$ cat config.mk
export PLATFORM = sky130hd
export DESIGN_NAME = quantized_target_norm_loss
export DESIGN_NICKNAME = d
export VERILOG_FILES = /design/src/design/qtnl_pkg.sv /design/src/design/qtnl_front.sv /design/src/design/qtnl_queue.sv /design/src/design/qtnl_back.sv /design/src/design/quantized_target_norm_loss.sv
export SDC_FILE = /design/constraint.sdc
export NUM_CORES = 2
export LEC_CHECK = 0
export ABC_AREA = 1
export ABC_CLOCK_PERIOD_IN_PS = 15700
export BUFFER_PORTS_ARGS = -buffer_cell sky130_fd_sc_hd__buf_4
export CAP_MARGIN = 20
export CELL_PAD_IN_SITES_DETAIL_PLACEMENT = 1
export CELL_PAD_IN_SITES_GLOBAL_PLACEMENT = 1
export CORE_UTILIZATION = 54
export DETAILED_ROUTE_END_ITERATION = 16
export PLACE_DENSITY_LB_ADDON = 0.1
export SLEW_MARGIN = 25
export SYNTH_ARGS = -nofsm -noshare
export SYNTH_HDL_FRONTEND = slang
export SYNTH_SLANG_ARGS = --single-unit
$ cat constraint.sdc
create_clock -name clock -period 15.7 [get_ports clock]
set_input_delay 3.14 -clock clock [delete_from_list [all_inputs] [get_ports clock]]
set_output_delay 3.14 -clock clock [all_outputs]
set_load 0.02 [all_outputs]
$ cat src/design/qtnl_pkg.sv
// ============================================================================
// qtnl_pkg
// Shared constants, register codes and types of the quantised target norm
// loss block.
// ============================================================================
package qtnl_pkg;

   localparam int SAMPLE_W    = 16;
   localparam int FRAC_BITS   = 12;
   localparam int MAG_W       = SAMPLE_W;
   localparam int TERM_W      = 2 * MAG_W;
   localparam int ACC_W       = 56;
   localparam int LOSS_W      = 48;
   localparam int SCALE_W     = 16;
   localparam int PART_W      = ACC_W / 2;
   localparam int PROD_W      = PART_W + SCALE_W;
   localparam int FULL_W      = ACC_W + SCALE_W;
   localparam int THR_COUNT   = 7;
   localparam int LVL_COUNT   = 8;
   localparam int LVL_IDX_W   = $clog2(LVL_COUNT);
   localparam int CSR_INDEX_W = 3;
   localparam int CSR_DATA_W  = 64;
   localparam int QUEUE_DEPTH = 4;
   localparam int QUEUE_PTR_W = $clog2(QUEUE_DEPTH);
   localparam int QUEUE_CNT_W = QUEUE_PTR_W + 1;

   localparam logic signed [SAMPLE_W-1:0] ONE_Q       = SAMPLE_W'(1 << FRAC_BITS);
   localparam logic [SCALE_W-1:0]         SCALE_RESET = SCALE_W'(32768);
   localparam logic [ACC_W-1:0]           ACC_MAX     = '1;
   localparam logic [LOSS_W-1:0]          LOSS_MAX    = '1;

   typedef enum logic [CSR_INDEX_W-1:0] {
      CSR_METHOD   = 3'd0,
      CSR_NORM     = 3'd1,
      CSR_FIXED    = 3'd2,
      CSR_THR_LOW  = 3'd3,
      CSR_THR_HIGH = 3'd4,
      CSR_LVL_LOW  = 3'd5,
      CSR_LVL_HIGH = 3'd6,
      CSR_SCALE    = 3'd7
   } csr_index_type;

   typedef enum logic [1:0] {
      METHOD_FIXED = 2'd0,
      METHOD_TWO   = 2'd1,
      METHOD_FOUR  = 2'd2,
      METHOD_EIGHT = 2'd3
   } method_type;

   typedef enum logic {
      NORM_L2 = 1'b0,
      NORM_L1 = 1'b1
   } norm_type;

   typedef struct packed {
      method_type                            method;
      norm_type                              norm;
      logic signed [SAMPLE_W-1:0]            fixed_target;
      logic [THR_COUNT-1:0][SAMPLE_W-1:0]    thresholds;
      logic [LVL_COUNT-1:0][SAMPLE_W-1:0]    levels;
      logic [SCALE_W-1:0]                    scale;
   } cfg_type;

   typedef struct packed {
      logic             last;
      logic [MAG_W-1:0] mag;
   } item_type;

endpackage

$ cat src/design/qtnl_front.sv
// ============================================================================
// qtnl_front
// Picks the target of each sample and registers the magnitude of the
// difference together with the end-of-set mark.
// ============================================================================
module qtnl_front import qtnl_pkg::*; (
   input  logic                       clock,
   input  logic                       reset,
   input  cfg_type                    cfg,
   input  logic                       req_valid,
   output logic                       req_ready,
   input  logic signed [SAMPLE_W-1:0] req_sample,
   input  logic                       req_last,
   output logic                       push_valid,
   input  logic                       push_ready,
   output item_type                   push_item
);

   logic                       valid_ff, valid_in;
   item_type                   item_ff, item_in;
   logic [THR_COUNT-1:0]       below;
   logic [THR_COUNT-1:0]       lower_ok;
   logic [LVL_IDX_W-1:0]       top_idx;
   logic signed [SAMPLE_W-1:0] target;
   logic signed [SAMPLE_W:0]   diff;
   logic signed [SAMPLE_W:0]   neg_diff;
   logic [MAG_W-1:0]           mag;

   always_comb begin
      for (int k = 0; k < THR_COUNT; k++) begin
         below[k] = req_sample < signed'(cfg.thresholds[k]);
      end
      lower_ok = {~below[THR_COUNT-2:0], 1'b1};
      case (cfg.method)
         METHOD_TWO:  top_idx = LVL_IDX_W'(0);
         METHOD_FOUR: top_idx = LVL_IDX_W'(2);
         default:     top_idx = LVL_IDX_W'(THR_COUNT - 1);
      endcase
      if (!below[top_idx] && req_sample <= ONE_Q) begin
         target = signed'(cfg.levels[top_idx + LVL_IDX_W'(1)]);
      end else begin
         target = ONE_Q;
      end
      for (int k = THR_COUNT - 1; k >= 0; k--) begin
         if (k <= int'(top_idx) && below[k] && lower_ok[k]) begin
            target = signed'(cfg.levels[k]);
         end
      end
      if (req_sample[SAMPLE_W-1]) begin
         target = '0;
      end
      if (cfg.method == METHOD_FIXED) begin
         target = cfg.fixed_target;
      end
      diff     = {req_sample[SAMPLE_W-1], req_sample} - {target[SAMPLE_W-1], target};
      neg_diff = -diff;
      mag      = diff[SAMPLE_W] ? neg_diff[MAG_W-1:0] : diff[MAG_W-1:0];
   end

   assign req_ready  = !valid_ff || push_ready;
   assign push_valid = valid_ff;
   assign push_item  = item_ff;

   always_comb begin
      valid_in = valid_ff;
      item_in  = item_ff;
      if (req_valid && req_ready) begin
         valid_in     = 1'b1;
         item_in.last = req_last;
         item_in.mag  = mag;
      end else if (push_ready) begin
         valid_in = 1'b0;
      end
   end

   always_ff @(posedge clock) begin
      if (reset) begin
         valid_ff <= 1'b0;
      end else begin
         valid_ff <= valid_in;
      end
   end

   always_ff @(posedge clock) begin
      item_ff <= item_in;
   end

endmodule

$ cat src/design/qtnl_queue.sv
// ============================================================================
// qtnl_queue
// Short first-in first-out queue of classified samples between the front
// and the back.
// ============================================================================
module qtnl_queue import qtnl_pkg::*; (
   input  logic                   clock,
   input  logic                   reset,
   input  logic                   push_valid,
   output logic                   push_ready,
   input  item_type               push_item,
   output logic                   pop_valid,
   input  logic                   pop_ready,
   output item_type               pop_item,
   output logic [QUEUE_CNT_W-1:0] count
);

   item_type                 mem_ff [QUEUE_DEPTH];
   logic [QUEUE_PTR_W-1:0]   wr_ptr_ff, wr_ptr_in;
   logic [QUEUE_PTR_W-1:0]   rd_ptr_ff, rd_ptr_in;
   logic [QUEUE_CNT_W-1:0]   count_ff, count_in;
   logic                     do_push, do_pop;

   assign push_ready = count_ff != QUEUE_CNT_W'(QUEUE_DEPTH);
   assign pop_valid  = count_ff != '0;
   assign pop_item   = mem_ff[rd_ptr_ff];
   assign count      = count_ff;
   assign do_push    = push_valid && push_ready;
   assign do_pop     = pop_valid && pop_ready;

   always_comb begin
      wr_ptr_in = do_push ? wr_ptr_ff + QUEUE_PTR_W'(1) : wr_ptr_ff;
      rd_ptr_in = do_pop ? rd_ptr_ff + QUEUE_PTR_W'(1) : rd_ptr_ff;
      count_in  = count_ff + QUEUE_CNT_W'(do_push) - QUEUE_CNT_W'(do_pop);
   end

   always_ff @(posedge clock) begin
      if (reset) begin
         wr_ptr_ff <= '0;
         rd_ptr_ff <= '0;
         count_ff  <= '0;
      end else begin
         wr_ptr_ff <= wr_ptr_in;
         rd_ptr_ff <= rd_ptr_in;
         count_ff  <= count_in;
      end
   end

   always_ff @(posedge clock) begin
      if (do_push) begin
         mem_ff[wr_ptr_ff] <= push_item;
      end
   end

endmodule

$ cat src/design/qtnl_back.sv
// ============================================================================
// qtnl_back
// Forms the error term, keeps the saturating sum and, at the end of a set,
// scales the sum through the partial-product and output stages into the result register.
// ============================================================================
module qtnl_back import qtnl_pkg::*; (
   input  logic              clock,
   input  logic              reset,
   input  cfg_type           cfg,
   input  logic              pop_valid,
   output logic              pop_ready,
   input  item_type          pop_item,
   output logic              rsp_valid,
   input  logic              rsp_ready,
   output logic [LOSS_W-1:0] rsp_loss_value,
   output logic              rsp_overflow
);

   logic                t_valid_ff, t_valid_in;
   logic                t_last_ff;
   logic [TERM_W-1:0]   t_term_ff, t_term_in;
   logic [ACC_W-1:0]    acc_ff, acc_in;
   logic                sat_ff, sat_in;
   logic                s_valid_ff, s_valid_in;
   logic [ACC_W-1:0]    s_sum_ff;
   logic                s_sat_ff;
   logic                p_valid_ff, p_valid_in;
   logic [PROD_W-1:0]   p_hi_ff, p_lo_ff;
   logic                p_sat_ff;
   logic                o_valid_ff, o_valid_in;
   logic [LOSS_W-1:0]   o_loss_ff, o_loss_in;
   logic                o_ovf_ff, o_ovf_in;

   logic                o_load, p_load, s_free, t_take, t_load;
   logic [ACC_W:0]      acc_sum;
   logic [ACC_W-1:0]    acc_new;
   logic                sat_new;
   logic [FULL_W-1:0]   full;
   logic [ACC_W-1:0]    scaled;
   logic                over;

   assign o_load    = p_valid_ff && (!o_valid_ff || rsp_ready);
   assign p_load    = s_valid_ff && (!p_valid_ff || o_load);
   assign s_free    = !s_valid_ff || p_load;
   assign t_take    = t_valid_ff && (!t_last_ff || s_free);
   assign pop_ready = !t_valid_ff || t_take;
   assign t_load    = pop_valid && pop_ready;

   always_comb begin
      if (cfg.norm == NORM_L1) begin
         t_term_in = TERM_W'(pop_item.mag);
      end else begin
         t_term_in = TERM_W'(pop_item.mag) * TERM_W'(pop_item.mag);
      end
      t_valid_in = t_load ? 1'b1 : (t_take ? 1'b0 : t_valid_ff);
   end

   always_comb begin
      acc_sum = {1'b0, acc_ff} + (ACC_W + 1)'(t_term_ff);
      acc_new = acc_sum[ACC_W] ? ACC_MAX : acc_sum[ACC_W-1:0];
      sat_new = sat_ff || acc_sum[ACC_W];
      acc_in  = acc_ff;
      sat_in  = sat_ff;
      if (t_take) begin
         if (t_last_ff) begin
            acc_in = '0;
            sat_in = 1'b0;
         end else begin
            acc_in = acc_new;
            sat_in = sat_new;
         end
      end
      s_valid_in = (t_take && t_last_ff) ? 1'b1 : (p_load ? 1'b0 : s_valid_ff);
      p_valid_in = p_load ? 1'b1 : (o_load ? 1'b0 : p_valid_ff);
   end

   always_comb begin
      full       = {p_hi_ff, PART_W'(0)} + FULL_W'(p_lo_ff);
      scaled     = full[FULL_W-1:SCALE_W];
      over       = |scaled[ACC_W-1:LOSS_W];
      o_loss_in  = over ? LOSS_MAX : scaled[LOSS_W-1:0];
      o_ovf_in   = p_sat_ff || over;
      o_valid_in = o_load ? 1'b1 : (rsp_ready ? 1'b0 : o_valid_ff);
   end

   assign rsp_valid      = o_valid_ff;
   assign rsp_loss_value = o_loss_ff;
   assign rsp_overflow   = o_ovf_ff;

   always_ff @(posedge clock) begin
      if (reset) begin
         t_valid_ff <= 1'b0;
         s_valid_ff <= 1'b0;
         p_valid_ff <= 1'b0;
         o_valid_ff <= 1'b0;
         acc_ff     <= '0;
         sat_ff     <= 1'b0;
      end else begin
         t_valid_ff <= t_valid_in;
         s_valid_ff <= s_valid_in;
         p_valid_ff <= p_valid_in;
         o_valid_ff <= o_valid_in;
         acc_ff     <= acc_in;
         sat_ff     <= sat_in;
      end
   end

   always_ff @(posedge clock) begin
      if (t_load) begin
         t_last_ff <= pop_item.last;
         t_term_ff <= t_term_in;
      end
      if (t_take && t_last_ff) begin
         s_sum_ff <= acc_new;
         s_sat_ff <= sat_new;
      end
      if (p_load) begin
         p_lo_ff  <= PROD_W'(s_sum_ff[PART_W-1:0]) * PROD_W'(cfg.scale);
         p_hi_ff  <= PROD_W'(s_sum_ff[ACC_W-1:PART_W]) * PROD_W'(cfg.scale);
         p_sat_ff <= s_sat_ff;
      end
      if (o_load) begin
         o_loss_ff <= o_loss_in;
         o_ovf_ff  <= o_ovf_in;
      end
   end

endmodule

$ cat src/design/quantized_target_norm_loss.sv
// A last sample's result passes the front, queue, term, sum, product and output stages.
// One sample per cycle when not stalled, set by the single front stage and accumulator add.
// The product stage scales a result; up to two finished sets may wait behind the output.
// Reset clears the sum, the flag, all stages and the queue, and restores register defaults.
// ============================================================================
// quantized_target_norm_loss
// Accumulates the squared or absolute distance between each sample and its
// quantised or fixed target and reports the scaled sum at the end of every set.
// ============================================================================
module quantized_target_norm_loss import qtnl_pkg::*; (
   input  logic                       clock,
   input  logic                       reset,
   input  logic                       csr_wr_en,
   input  logic [CSR_INDEX_W-1:0]     csr_index,
   input  logic [CSR_DATA_W-1:0]      csr_wdata,
   input  logic                       req_valid,
   output logic                       req_ready,
   input  logic signed [SAMPLE_W-1:0] req_sample,
   input  logic                       req_last,
   output logic                       rsp_valid,
   input  logic                       rsp_ready,
   output logic [LOSS_W-1:0]          rsp_loss_value,
   output logic                       rsp_overflow
);

   cfg_type                cfg_ff, cfg_in;
   logic                   q_push_valid, q_push_ready;
   item_type               q_push_item;
   logic                   q_pop_valid, q_pop_ready;
   item_type               q_pop_item;
   logic [QUEUE_CNT_W-1:0] q_count;

   always_comb begin
      cfg_in = cfg_ff;
      if (csr_wr_en) begin
         case (csr_index_type'(csr_index))
            CSR_METHOD:   cfg_in.method = method_type'(csr_wdata[1:0]);
            CSR_NORM:     cfg_in.norm = norm_type'(csr_wdata[0]);
            CSR_FIXED:    cfg_in.fixed_target = signed'(csr_wdata[SAMPLE_W-1:0]);
            CSR_THR_LOW:  cfg_in.thresholds[3:0] = csr_wdata;
            CSR_THR_HIGH: cfg_in.thresholds[6:4] = csr_wdata[3*SAMPLE_W-1:0];
            CSR_LVL_LOW:  cfg_in.levels[3:0] = csr_wdata;
            CSR_LVL_HIGH: cfg_in.levels[7:4] = csr_wdata;
            CSR_SCALE:    cfg_in.scale = csr_wdata[SCALE_W-1:0];
            default: begin
            end
         endcase
      end
   end

   always_ff @(posedge clock) begin
      if (reset) begin
         cfg_ff <= '{method: METHOD_FIXED, norm: NORM_L2, fixed_target: '0,
                     thresholds: '0, levels: '0, scale: SCALE_RESET};
      end else begin
         cfg_ff <= cfg_in;
      end
   end

   qtnl_front u_front (
      .clock      (clock),
      .reset      (reset),
      .cfg        (cfg_ff),
      .req_valid  (req_valid),
      .req_ready  (req_ready),
      .req_sample (req_sample),
      .req_last   (req_last),
      .push_valid (q_push_valid),
      .push_ready (q_push_ready),
      .push_item  (q_push_item)
   );

   qtnl_queue u_queue (
      .clock      (clock),
      .reset      (reset),
      .push_valid (q_push_valid),
      .push_ready (q_push_ready),
      .push_item  (q_push_item),
      .pop_valid  (q_pop_valid),
      .pop_ready  (q_pop_ready),
      .pop_item   (q_pop_item),
      .count      (q_count)
   );

   qtnl_back u_back (
      .clock          (clock),
      .reset          (reset),
      .cfg            (cfg_ff),
      .pop_valid      (q_pop_valid),
      .pop_ready      (q_pop_ready),
      .pop_item       (q_pop_item),
      .rsp_valid      (rsp_valid),
      .rsp_ready      (rsp_ready),
      .rsp_loss_value (rsp_loss_value),
      .rsp_overflow   (rsp_overflow)
   );

`ifndef NO_ASSERTIONS
   a_no_result_after_reset: assert property (@(posedge clock)
      $past(reset) |-> !rsp_valid)
      else $error("Result offered directly after reset.");

   a_queue_bound: assert property (@(posedge clock) disable iff (reset)
      q_count <= QUEUE_CNT_W'(QUEUE_DEPTH))
      else $error("Queue occupancy beyond its depth.");

   a_queue_push_counts: assert property (@(posedge clock) disable iff (reset)
      (q_push_valid && q_push_ready && !(q_pop_valid && q_pop_ready))
      |=> q_count == $past(q_count) + QUEUE_CNT_W'(1))
      else $error("Queue transfer in not counted.");

   a_queue_pop_counts: assert property (@(posedge clock) disable iff (reset)
      (q_pop_valid && q_pop_ready && !(q_push_valid && q_push_ready))
      |=> q_count + QUEUE_CNT_W'(1) == $past(q_count))
      else $error("Queue transfer out not counted.");
`endif

endmodule
==> flow_summary.toml <==
[sta]
finClkSkew_ps = 90.40
max_slew_margin_pct = 24.39
fmax_ghz = 0.1142
holdWs_ps = 452.6
fin_crit_ps = 8759
maxSlewViolCount = 0
min_period_over_period_pct = 55.79
finalSetupViolCount = 0
finalHoldViolations = 0
rsz0062_at_grt = "no"
setup_tns_ps = 0
max_slew.worst_pin.slew_ps = 1134

[logic_synthesis]
synthCells = 8435
synth_nets = 9918
synth_top_area_cell = "fa_1"
seq_area_frac_synth_pct = 23.42
synthArstFlopShare_pct = 0
ys_ff_latch = 643
synth_area_sq_um = 67670
synth_ff_type = "dfxtp_1"
yosysUniqueCellTypes = 67
syn_avg_cell_area_sq_um = 8.022
netlist.area_leader.share_pct = 26.36
synth-edff-count = 297
yosys_warnings = 0
ys_top_cells_by_area = "fa_1 26%, edfxtp_1 13%, nand2_1 10%"

[die]
die-area_sq_um = 126700
initial_core_util_pct = 54.59
die_w_um = 356.0
die_y_um = 356.0
coreArea_sq_um = 124000
placementRows = 129
ios = 140

[clock_tree]
htreeDepth = 3
root_buffer = "clkbuf_16"
cts_setup_buffers = 0
cts_tree = "done"
cts.sinks = 643
cts.path.max_buffers = 3
path_clk_slew_ps = 60
cts_resized = 0
insertion_delay_ps = 750
cts_buffers = 74
postCtsHoldBufs = 0

[min_path]
min_path_type = "reg -> reg"
min-delay-start = "cfg_ff[15]"

[layout]
nets = 9820
area_growth_pct = 6.975
drive_gt1_share_pct = 5.430

[global_routing]
grt_pass1_vias = 63671
grt_pass1_wl_mm = 354.8
gr-total-overflow = 0
grt_max_degree = 120
antenna_found_initial = 2
grt_use_total_pct = 36.15

[worst_setup_path]
max_stage_delay_ps = 840
critPathLaunch = "req_sample[11]"
crit_path_frequent_cell = "nand2_1"
crit_path_end_kind = "register"
crit_arrival_ps = 9190
slowest_stage = "nor2_2"
cp_max_fo = 17
critPathKind = "in -> reg"
startpoint_type = "primary input"
required_ps = 16130
r2r-start = "cfg_ff[1]"

[status]
status = "finished with violations"
violations = "design-rule violations"

[detailed_routing]
route.detailed.wl_per_inst_um = 22.54
avgViaCountPerCell = 5.707
routed_wl_mm = 226.2
drc = 2
ant_nets = 0
first_pass_iters = 13
first_iter_violations = 3850
num_vias = 57276

[flow_run]
cap_viol_max_count = 0

[place]
gp_congestion = 0.9251
port_buffers = 139
place_hpwl_mm = 170.3
final cells by class:
class	count	area, sq um
clock inverters	36	389.1
flip-flops and latches	643	15870
fillers	15258	51570
clock buffers	101	2063
repair buffers	213	1622
diodes	1	2.502
well taps	1637	2048
multi-input cells	5710	44030
inverters	1695	6369
metrics by stage:
stage	setup WS, ps	util [%]	instance area (sq um)	std cells
after floorplan	8171	-	67670	8435
after global placement	6605	56.37	69870	9896
after detailed placement	6382	56.37	69870	9896
after CTS	7103	58.35	72330	10033
after global routing	6604	58.39	72390	10035
final	6941	58.40	72390	10036
registers in the layout, indices dropped and copies added (netlist names), 2 cells and up, named ones only:
register               count
u_back.p_lo_ff            28
u_front.push_item         17
u_back.s_sum_ff           56
u_queue.wr_ptr_ff          2
u_queue.rd_ptr_ff          2
u_back.rsp_loss_value     48
u_back.p_hi_ff            44
cfg_ff                   275
u_back.t_term_ff          32
u_queue.mem_ff            68
u_back.acc_ff             56
u_queue.count              3
cell usage after synthesis (111+ instances only):
cell	instances
nor2_1	749
nand2_1	1855
xor2_1	111
nand3_1	143
o21ai_0	460
dfxtp_1	346
fa_1	891
clkbuf_1	339
inv_1	1689
edfxtp_1	297
a21oi_1	548
ha_1	503
critical path, delay by kind of cell:
| family | cells | cell delay, ps |
|---|---|---|
| compound gates | 8 | 1320 |
| xor+xnor | 1 | 90 |
| fa+ha+maj | 3 | 970 |
| buf+inv | 2 | 390 |
| simple gates | 20 | 3250 |
layout by cell type (no fill, tap or decap), types with 14 or more instances in the layout:
cell / n
a31oi_1: 27
buf_4: 209
xor2_1: 111
dfxtp_2: 16
inv_1: 1683
nand3_1: 143
clkinv_2: 14
nand3b_1: 15
a21oi_1: 546
clkbuf_1: 16
edfxtp_1: 297
clkbuf_16: 74
dfxtp_1: 330
nand4_1: 42
nor4_1: 23
ha_1: 502
o21ai_0: 458
xnor2_1: 64
nand2_1: 1855
nor3_1: 74
nor2_1: 737
or2_2: 28
fa_1: 891
o21a_1: 19
cells by family after synthesis:
family / after synthesis / synth area share [%]
buf+inv: 2082 / 11.67
compound gates: 1160 / 9.180
flops: 643 / 23.42
fa+ha+maj: 1394 / 35.66
xor+xnor: 175 / 2.265
simple gates: 2981 / 17.81
metal layers:
layer | track usage [%] | up-vias | routed length (um)
li1 | - | 25656 | -
met1 | 45.31 | 29075 | 91000
met5 | 0 | - | 9
met3 | 5.270 | 529 | 15000
met2 | 62.58 | 2014 | 111400
met4 | 14.40 | 2 | 8772
worst paths after layout:
kind | to | slack (ps) | cells past startpoint
worst min-delay path | cfg_ff[15] | 450 | 2
worst max-delay path | u_front.push_item[12] | 6940 | 34
worst max register to register | u_back.p_lo_ff[43] | 7550 | 28
worst min register to register | cfg_ff[15] | 450 | 2
Power is not shown: default switching activity piles up to over one toggle a cycle in this logic, so the estimate is an artifact.
